## config.mk

```make
export PLATFORM = sky130hd
export DESIGN_NAME = battery_gauge_moving_average_unit
export DESIGN_NICKNAME = d
export VERILOG_FILES = /design/src/design/bgma_pkg.sv /design/src/design/battery_gauge_moving_average_unit.sv
export SDC_FILE = /design/constraint.sdc
export NUM_CORES = 1
export LEC_CHECK = 0
export BUFFER_PORTS_ARGS = -buffer_cell sky130_fd_sc_hd__buf_2
export CAP_MARGIN = 20
export CORE_UTILIZATION = 50
export CTS_BUF_LIST = sky130_fd_sc_hd__clkbuf_8
export CTS_CLUSTER_SIZE = 24
export DETAILED_ROUTE_END_ITERATION = 12
export GPL_TIMING_DRIVEN = 0
export PLACE_DENSITY = 0.63
export SLEW_MARGIN = 10
export SYNTH_ARGS = -nofsm -noshare
export SYNTH_HDL_FRONTEND = slang
export SYNTH_SLANG_ARGS = --single-unit
```

## constraint.sdc

```tcl
create_clock -name clk_i -period 11.4 [get_ports clk_i]
set_clock_uncertainty 0.1 [all_clocks]
set_input_delay 1.14 -clock clk_i [delete_from_list [all_inputs] [get_ports clk_i]]
set_output_delay 1.14 -clock clk_i [all_outputs]
set_load 0.005 [all_outputs]
```

## src/design/bgma_pkg.sv

```systemverilog
// Package for the battery gauge moving-average unit.
// Field widths, register reset values, codes and percent thresholds.
// No dependencies.
package bgma_pkg;

  localparam int unsigned ADC_W  = 12;
  localparam int unsigned PCT_W  = 7;
  localparam int unsigned GAIN_W = 16;
  localparam int unsigned PROD_W = ADC_W + GAIN_W;
  localparam int unsigned ICON_W = 2;

  // Configuration port
  localparam int unsigned CFG_IDX_W  = 2;
  localparam int unsigned CFG_DATA_W = 16;

  typedef enum logic [CFG_IDX_W-1:0] {
    CFG_EMPTY_LEVEL  = 2'd0,
    CFG_FULL_LEVEL   = 2'd1,
    CFG_PERCENT_GAIN = 2'd2,
    CFG_UPDATE_STEP  = 2'd3
  } cfg_idx_e;

  localparam logic [ADC_W-1:0]  EMPTY_LEVEL_RST  = 12'd3284;
  localparam logic [ADC_W-1:0]  FULL_LEVEL_RST   = 12'd3831;
  localparam logic [GAIN_W-1:0] PERCENT_GAIN_RST = 16'd11981;
  localparam logic [PCT_W-1:0]  UPDATE_STEP_RST  = 7'd10;

  // Item kinds, carried on the slave tuser
  typedef enum logic {
    KIND_SAMPLE  = 1'b0,
    KIND_REFRESH = 1'b1
  } kind_e;

  localparam logic [PCT_W-1:0] FULL_PCT  = 7'd99;
  localparam logic [PCT_W-1:0] ICON3_PCT = 7'd75;
  localparam logic [PCT_W-1:0] ICON2_PCT = 7'd50;
  localparam logic [PCT_W-1:0] ICON1_PCT = 7'd25;

  localparam logic [ICON_W-1:0] ICON_EMPTY = 2'd0;
  localparam logic [ICON_W-1:0] ICON_LOW   = 2'd1;
  localparam logic [ICON_W-1:0] ICON_HALF  = 2'd2;
  localparam logic [ICON_W-1:0] ICON_FULL  = 2'd3;

  // Stream widths
  localparam int unsigned S_TDATA_W = 16;
  localparam int unsigned M_TDATA_W = 24;

  function automatic logic [ICON_W-1:0] icon_of(input logic [PCT_W-1:0] pct);
    logic [ICON_W-1:0] icon;
    if (pct >= ICON3_PCT)      icon = ICON_FULL;
    else if (pct >= ICON2_PCT) icon = ICON_HALF;
    else if (pct >= ICON1_PCT) icon = ICON_LOW;
    else                       icon = ICON_EMPTY;
    return icon;
  endfunction

endpackage

```

## src/design/battery_gauge_moving_average_unit.sv

```systemverilog
// Battery gauge: moving average over a sample ring, percent mapping, display hysteresis.
// Depends on bgma_pkg.
//
//  channel  dir  handshake             payload
//  s_axis   in   tvalid/tready         tdata: adc_sample, charging; tuser: kind
//  m_axis   out  tvalid/tready         tdata: live, shown, icon, charging, changed
//  cfg      in   cfg_we_i (no ready)   cfg_idx_i, cfg_wdata_i
//
// One item per cycle sustained; each beat goes through the stage 1, 2, 3 and output registers.
// The ring memory is read-first: the old entry is read and the new one written
// at the accept edge, the running sum is updated on leaving stage 1, then the multiply.
// Reset clears ring valid bits, so unwritten entries read as zero at once.
// The whole pipe stalls only while the output register holds an untaken beat.
module battery_gauge_moving_average_unit #(
  parameter int unsigned WINDOW = 8
) (
  input  logic                                clk_i,
  input  logic                                rst_ni,
  // config write port
  input  logic                                cfg_we_i,
  input  logic [bgma_pkg::CFG_IDX_W-1:0]      cfg_idx_i,
  input  logic [bgma_pkg::CFG_DATA_W-1:0]     cfg_wdata_i,
  // input stream
  input  logic                                s_axis_tvalid,
  output logic                                s_axis_tready,
  input  logic [bgma_pkg::S_TDATA_W-1:0]      s_axis_tdata,  // [11:0] adc_sample, [12] charging
  input  logic                                s_axis_tuser,  // [0] kind
  // output stream
  output logic                                m_axis_tvalid,
  input  logic                                m_axis_tready,
  output logic [bgma_pkg::M_TDATA_W-1:0]      m_axis_tdata   // [6:0] live_percent,
                                                             // [13:7] shown_percent,
                                                             // [15:14] icon_level,
                                                             // [16] charging_mark,
                                                             // [17] shown_changed
);

  localparam int unsigned ADC_W  = bgma_pkg::ADC_W;
  localparam int unsigned PCT_W  = bgma_pkg::PCT_W;
  localparam int unsigned GAIN_W = bgma_pkg::GAIN_W;
  localparam int unsigned PROD_W = bgma_pkg::PROD_W;
  localparam int unsigned SLOT_W = $clog2(WINDOW);
  localparam int unsigned SUM_W  = ADC_W + SLOT_W;

  // config registers
  logic [ADC_W-1:0]  empty_level_q;
  logic [ADC_W-1:0]  full_level_q;
  logic [GAIN_W-1:0] percent_gain_q;
  logic [PCT_W-1:0]  update_step_q;

  always_ff @(posedge clk_i or negedge rst_ni) begin
    if (!rst_ni) begin
      empty_level_q  <= bgma_pkg::EMPTY_LEVEL_RST;
      full_level_q   <= bgma_pkg::FULL_LEVEL_RST;
      percent_gain_q <= bgma_pkg::PERCENT_GAIN_RST;
      update_step_q  <= bgma_pkg::UPDATE_STEP_RST;
    end else if (cfg_we_i) begin
      case (bgma_pkg::cfg_idx_e'(cfg_idx_i))
        bgma_pkg::CFG_EMPTY_LEVEL:  empty_level_q  <= cfg_wdata_i[ADC_W-1:0];
        bgma_pkg::CFG_FULL_LEVEL:   full_level_q   <= cfg_wdata_i[ADC_W-1:0];
        bgma_pkg::CFG_PERCENT_GAIN: percent_gain_q <= cfg_wdata_i[GAIN_W-1:0];
        bgma_pkg::CFG_UPDATE_STEP:  update_step_q  <= cfg_wdata_i[PCT_W-1:0];
        default: ;
      endcase
    end
  end

  // pipe control
  logic adv;
  logic in_acc;
  logic out_vld_q;

  assign adv           = !out_vld_q || m_axis_tready;
  assign s_axis_tready = adv;
  assign in_acc        = s_axis_tvalid && adv;

  logic             in_kind;
  logic [ADC_W-1:0] in_sample;
  logic             in_chg;
  logic             in_is_sample;

  assign in_kind      = s_axis_tuser;
  assign in_sample    = s_axis_tdata[ADC_W-1:0];
  assign in_chg       = s_axis_tdata[ADC_W];
  assign in_is_sample = (bgma_pkg::kind_e'(in_kind) == bgma_pkg::KIND_SAMPLE);

  // stage 0: ring access
  logic [SLOT_W-1:0] slot_q, slot_d;
  logic [WINDOW-1:0] ring_vld_q, ring_vld_d;
  logic [ADC_W-1:0]  ring_mem [WINDOW];
  logic [ADC_W-1:0]  rd_data_q;
  logic              rd_vld_q;
  logic              ring_wr;

  assign ring_wr = in_acc && in_is_sample;

  always_comb begin
    slot_d     = slot_q;
    ring_vld_d = ring_vld_q;
    if (ring_wr) begin
      slot_d             = slot_q + 1'b1;
      ring_vld_d[slot_q] = 1'b1;
    end
  end

  // read-first: old entry comes out while the new sample goes in
  always_ff @(posedge clk_i) begin
    if (ring_wr) begin
      ring_mem[slot_q] <= in_sample;
      rd_data_q        <= ring_mem[slot_q];
    end
  end

  // stage 1 payload
  logic             s1_vld_q;
  logic             s1_kind_q;
  logic             s1_chg_q;
  logic [ADC_W-1:0] s1_sample_q;

  always_ff @(posedge clk_i or negedge rst_ni) begin
    if (!rst_ni) begin
      slot_q     <= '0;
      ring_vld_q <= '0;
      rd_vld_q   <= 1'b0;
      s1_vld_q   <= 1'b0;
    end else begin
      slot_q     <= slot_d;
      ring_vld_q <= ring_vld_q & ring_vld_d | ring_vld_d;
      if (ring_wr) rd_vld_q <= ring_vld_q[slot_q];
      if (adv)     s1_vld_q <= s_axis_tvalid;
    end
  end

  always_ff @(posedge clk_i) begin
    if (in_acc) begin
      s1_kind_q   <= in_kind;
      s1_chg_q    <= in_chg;
      s1_sample_q <= in_sample;
    end
  end

  // stage 1: running sum
  logic [SUM_W-1:0] sum_q, sum_d;
  logic [ADC_W-1:0] old_entry;
  logic             s1_is_sample;

  assign old_entry    = rd_vld_q ? rd_data_q : '0;
  assign s1_is_sample = (bgma_pkg::kind_e'(s1_kind_q) == bgma_pkg::KIND_SAMPLE);

  always_comb begin
    sum_d = sum_q;
    if (adv && s1_vld_q && s1_is_sample) begin
      sum_d = sum_q - SUM_W'(old_entry) + SUM_W'(s1_sample_q);
    end
  end

  logic s2_vld_q;
  logic s2_kind_q;
  logic s2_chg_q;

  always_ff @(posedge clk_i or negedge rst_ni) begin
    if (!rst_ni) begin
      sum_q    <= '0;
      s2_vld_q <= 1'b0;
    end else begin
      sum_q <= sum_d;
      if (adv) s2_vld_q <= s1_vld_q;
    end
  end

  always_ff @(posedge clk_i) begin
    if (adv && s1_vld_q) begin
      s2_kind_q <= s1_kind_q;
      s2_chg_q  <= s1_chg_q;
    end
  end

  // stage 2: average, level tests and gain multiply
  logic [ADC_W-1:0]  avg;
  logic [ADC_W-1:0]  avg_above;
  logic [PROD_W-1:0] prod_d;

  assign avg       = sum_q[SUM_W-1:SLOT_W];
  assign avg_above = avg - empty_level_q;
  assign prod_d    = PROD_W'(avg_above) * PROD_W'(percent_gain_q);

  logic              s3_vld_q;
  logic              s3_kind_q;
  logic              s3_chg_q;
  logic              s3_full_q;
  logic              s3_empty_q;
  logic [PROD_W-1:0] s3_prod_q;

  always_ff @(posedge clk_i or negedge rst_ni) begin
    if (!rst_ni) begin
      s3_vld_q <= 1'b0;
    end else if (adv) begin
      s3_vld_q <= s2_vld_q;
    end
  end

  always_ff @(posedge clk_i) begin
    if (adv && s2_vld_q) begin
      s3_kind_q  <= s2_kind_q;
      s3_chg_q   <= s2_chg_q;
      s3_full_q  <= (avg >= full_level_q);
      s3_empty_q <= (avg <= empty_level_q);
      s3_prod_q  <= prod_d;
    end
  end

  // stage 3: percent, hysteresis, output register
  logic [PCT_W-1:0]       live_q, live_d;
  logic [PCT_W-1:0]       shown_q, shown_d;
  logic                   changed_d;
  logic [ADC_W-1:0]       pct_raw;
  logic [PCT_W-1:0]       pct_map;
  logic [PCT_W-1:0]       pct_diff;
  logic                   s3_is_sample;

  assign s3_is_sample = (bgma_pkg::kind_e'(s3_kind_q) == bgma_pkg::KIND_SAMPLE);
  assign pct_raw      = s3_prod_q[PROD_W-1:GAIN_W];
  assign pct_diff     = (live_q >= shown_q) ? (live_q - shown_q) : (shown_q - live_q);

  always_comb begin
    if (s3_full_q)                               pct_map = bgma_pkg::FULL_PCT;
    else if (s3_empty_q)                         pct_map = '0;
    else if (pct_raw > ADC_W'(bgma_pkg::FULL_PCT)) pct_map = bgma_pkg::FULL_PCT;
    else                                         pct_map = pct_raw[PCT_W-1:0];
  end

  always_comb begin
    live_d    = live_q;
    shown_d   = shown_q;
    changed_d = 1'b0;
    if (s3_is_sample) begin
      live_d = pct_map;
    end else if (pct_diff >= update_step_q) begin
      shown_d   = live_q;
      changed_d = 1'b1;
    end
  end

  logic [PCT_W-1:0]            out_live_q;
  logic [PCT_W-1:0]            out_shown_q;
  logic [bgma_pkg::ICON_W-1:0] out_icon_q;
  logic                        out_chg_q;
  logic                        out_changed_q;

  always_ff @(posedge clk_i or negedge rst_ni) begin
    if (!rst_ni) begin
      live_q    <= '0;
      shown_q   <= '0;
      out_vld_q <= 1'b0;
    end else if (adv) begin
      out_vld_q <= s3_vld_q;
      if (s3_vld_q) begin
        live_q  <= live_d;
        shown_q <= shown_d;
      end
    end
  end

  always_ff @(posedge clk_i) begin
    if (adv && s3_vld_q) begin
      out_live_q    <= live_d;
      out_shown_q   <= shown_d;
      out_icon_q    <= bgma_pkg::icon_of(shown_d);
      out_chg_q     <= s3_chg_q;
      out_changed_q <= changed_d;
    end
  end

  assign m_axis_tvalid = out_vld_q;
  assign m_axis_tdata  = {6'd0, out_changed_q, out_chg_q, out_icon_q, out_shown_q, out_live_q};

endmodule
```

==> results_dict.tcl <==
set metrics [dict create \
    finalSetupViolations 0 \
    worst_skew_pair.late_latency_ns 0.56 \
    hold_viol 0 \
    final-max-slew-violation-count 0 \
    synth_area_sq_um 18400 \
    layout_commonest_cell "inv_1" \
    synth-async-reset-ratio 0.368 \
    drtIter0Drc 642 \
    layout_common_cells "inv_1, nand2_1, edfxtp_1, fa_1, ha_1" \
    synth-seq-cells 250 \
    ys_types 68 \
    cts-root-buf "clkbuf_8" \
    diodes 0 \
    hold_buffers 0 \
    rows 69 \
    final.setup.tns_ns 0 \
    cp_data_required_time_ns 11.59 \
    tightest_slew_ns 1.08 \
    ys_warn_count 0 \
    cp.arrival_ns 8.55 \
    fp.dieW_um 194 \
    wire_per_inst_um 18.4 \
    synth_edf_count 158 \
    grt_pass1_vias 13133 \
    drive_above_1_share 0.149 \
    clock_path_buffers 3 \
    seq_area_frac_synth 0.384 \
    drc 0 \
    slew_headroom 0.278 \
    grt-ovfl-total 0 \
    hold_path.class "flip-flop to flip-flop" \
    ys.flop_type "edfxtp_1" \
    synth_compound_gate_area_share 0.0895 \
    post-route-period-util 0.733 \
    cts_tree "done" \
    crit_top_cell "fa_1" \
    die_h_um 194 \
    place.gp.congestion 0.895 \
    outcome "finished, final reports clean" \
    die_area_sq_um 37600 \
    vias_per_cell 5.44 \
    yosys.area_share.xor_xnor 0.0156 \
    cp-end-kind "flip-flop" \
    post_cts_resized 0 \
    min_path_cells 0 \
    max_clock_freq_mhz 120 \
    critPathMaxFanout 10 \
    wl_mm 42.2 \
    initial_core_util 0.513 \
    rsz0062_at_grt "no" \
    dr.pass1.iters 5 \
    start_kind "flip-flop" \
    synth_area_per_cell_sq_um 10.9 \
    yosys.area_share.simple 0.113 \
    antenna_left 0 \
    post-cts-setup-buffer-count 0 \
    grt_max_degree 61 \
    rr_worst_depth 28 \
    cts.sinks 250 \
    antenna_found_initial 2 \
    vias 12504 \
    max_stage_delay_ns 0.55 \
    htree_levels 2 \
    cap_violations 0 \
    pin_count 66 \
    clkTransAtPathRegs_ns 0.07 \
    crit_slowest_cell "fa_1" \
    synthAdderAreaFrac 0.250 \
    fin_nets 2119 \
    synthMuxAreaShare 0.0714 \
    cts_made_buffers 41 \
    layout-area-overhead-vs-synth_pct 10.1 \
    dp_hpwl_mm 33.2 \
    io_buffers 56 \
    criticalPathCategory "flip-flop to flip-flop" \
    synth_top_family_by_area "adder cells" \
    core-area_sq_um 35900 \
    period_needed_ns 8.36 \
    grt_first_pass_wirelength_mm 69.5 \
    synthCells 1690 \
    grt_usage 0.234 \
]
cell type report:
| class | count | area, sq um |
|---|---|---|
| buffer | 85 | 355 |
| clock buffer | 51 | 702 |
| clock inverter | 25 | 165 |
| fill | 3099 | 15600 |
| inverter | 276 | 1040 |
| multi-input combinational | 1084 | 10000 |
| sequential | 250 | 7080 |
| tap | 461 | 577 |
| timing repair buffer | 65 | 368 |
cell usage after synthesis (5+ instances only):
library cell	number	area, sq um
inv_1	275	1030
nand2_1	191	717
edfxtp_1	158	4740
fa_1	154	3080
ha_1	122	1530
clkbuf_1	66	248
dfrtp_1	65	1630
o21ai_0	62	310
mux2_2	55	619
and2_1	45	282
a21oi_1	38	190
nor2_1	36	135
nand3_1	34	170
dfstp_2	27	709
mux4_2	26	586
nor2b_1	24	150
nand2b_1	23	144
a21o_1	21	158
a31oi_1	21	131
xnor2_1	20	175
nand4_1	19	119
and3_1	18	113
o22ai_1	17	106
nor3_1	15	75.1
or2_2	14	87.6
mux2i_1	11	110
o21a_1	11	82.6
xor2_1	11	96.3
o311ai_1	10	87.6
buf_4	8	60.1
a211oi_1	7	52.6
buf_1	7	26.3
a22o_1	6	52.6
o21bai_1	6	45.0
o311a_1	6	60.1
a22oi_1	5	37.5
nor4_1	5	31.3
o211ai_1	5	37.5
o31ai_1	5	37.5
logic make-up after synthesis:
family,Yosys count
AO/OA/AOI/OAI,246
XOR/XNOR,32
adder cells (fa/ha/maj),276
buffers and inverters,361
flip-flops,250
multiplexers,92
other,1
AND/OR/NAND/NOR,432
metal layers:
metal | wire length [um] | vias up | global-route usage
li1 | - | 5920 | -
met1 | 18200 | 6213 | 0.307
met2 | 20900 | 285 | 0.404
met3 | 1850 | 82 | 0.0339
met4 | 1160 | 4 | 0.0744
met5 | 25 | - | 0
per-stage QoR:
stage / hold slack, ns / util / setup slack (ns) / instance area, sq um / std cells
global route: 0.323 / 0.565 / 2.47 / 20300 / 2297
finish: 0.316 / 0.565 / 3.04 / 20300 / 2297
detailed placement: 0.308 / 0.541 / 3.10 / 19400 / 2221
floorplan: 0.300 / - / 4.14 / 18400 / 1695
CTS: 0.319 / 0.565 / 3.04 / 20300 / 2297
global placement: 0.303 / 0.537 / 3.09 / 19300 / 2212
critical path: cells and delay by family (launching register included):
family / cells / cell delay [ns]
adder cells (fa/ha/maj): 8 / 3.60
buffers and inverters: 6 / 0.84
flip-flops: 1 / 0.36
AO/OA/AOI/OAI: 10 / 2.31
AND/OR/NAND/NOR: 2 / 0.33
XOR/XNOR: 2 / 0.54
path summary, 6_finish.rpt:
kind | start | endpoint | slack, ns
setup / recovery | sum_q[3]$_DFFE_PN0P_ | s3_prod_q[22]$_DFFE_PP_ | 3.04
hold / removal | s2_chg_q$_DFFE_PP_ | s3_chg_q$_DFFE_PP_ | 0.32
setup reg to reg | sum_q[3]$_DFFE_PN0P_ | s3_prod_q[22]$_DFFE_PP_ | 3.04
hold reg to reg | s2_chg_q$_DFFE_PP_ | s3_chg_q$_DFFE_PP_ | 0.32
max in group asynchronous | rst_ni | percent_gain_q[13]$_DFFE_PN1P_ | 10.02
min in group asynchronous | rst_ni | slot_q[0]$_DFFE_PN0P_ | 0.45
sequential cells by signal, summed over array words and instances (netlist names), 2 cells and up, named ones only:
name and flops:
ring_mem 96, percent_gain_q 16, sum_q 15, empty_level_q 12, full_level_q 12, rd_data_q 12, s1_sample_q 12, s3_prod_q 12
live_q 7, out_live_q 7, out_shown_q 7, shown_q 7, update_step_q 7, slot_q 3, out_icon_q 2
Power is left out: the tool's default activity adds up to more than one toggle a clock period on the data nets, which glitch-free logic cannot reach.
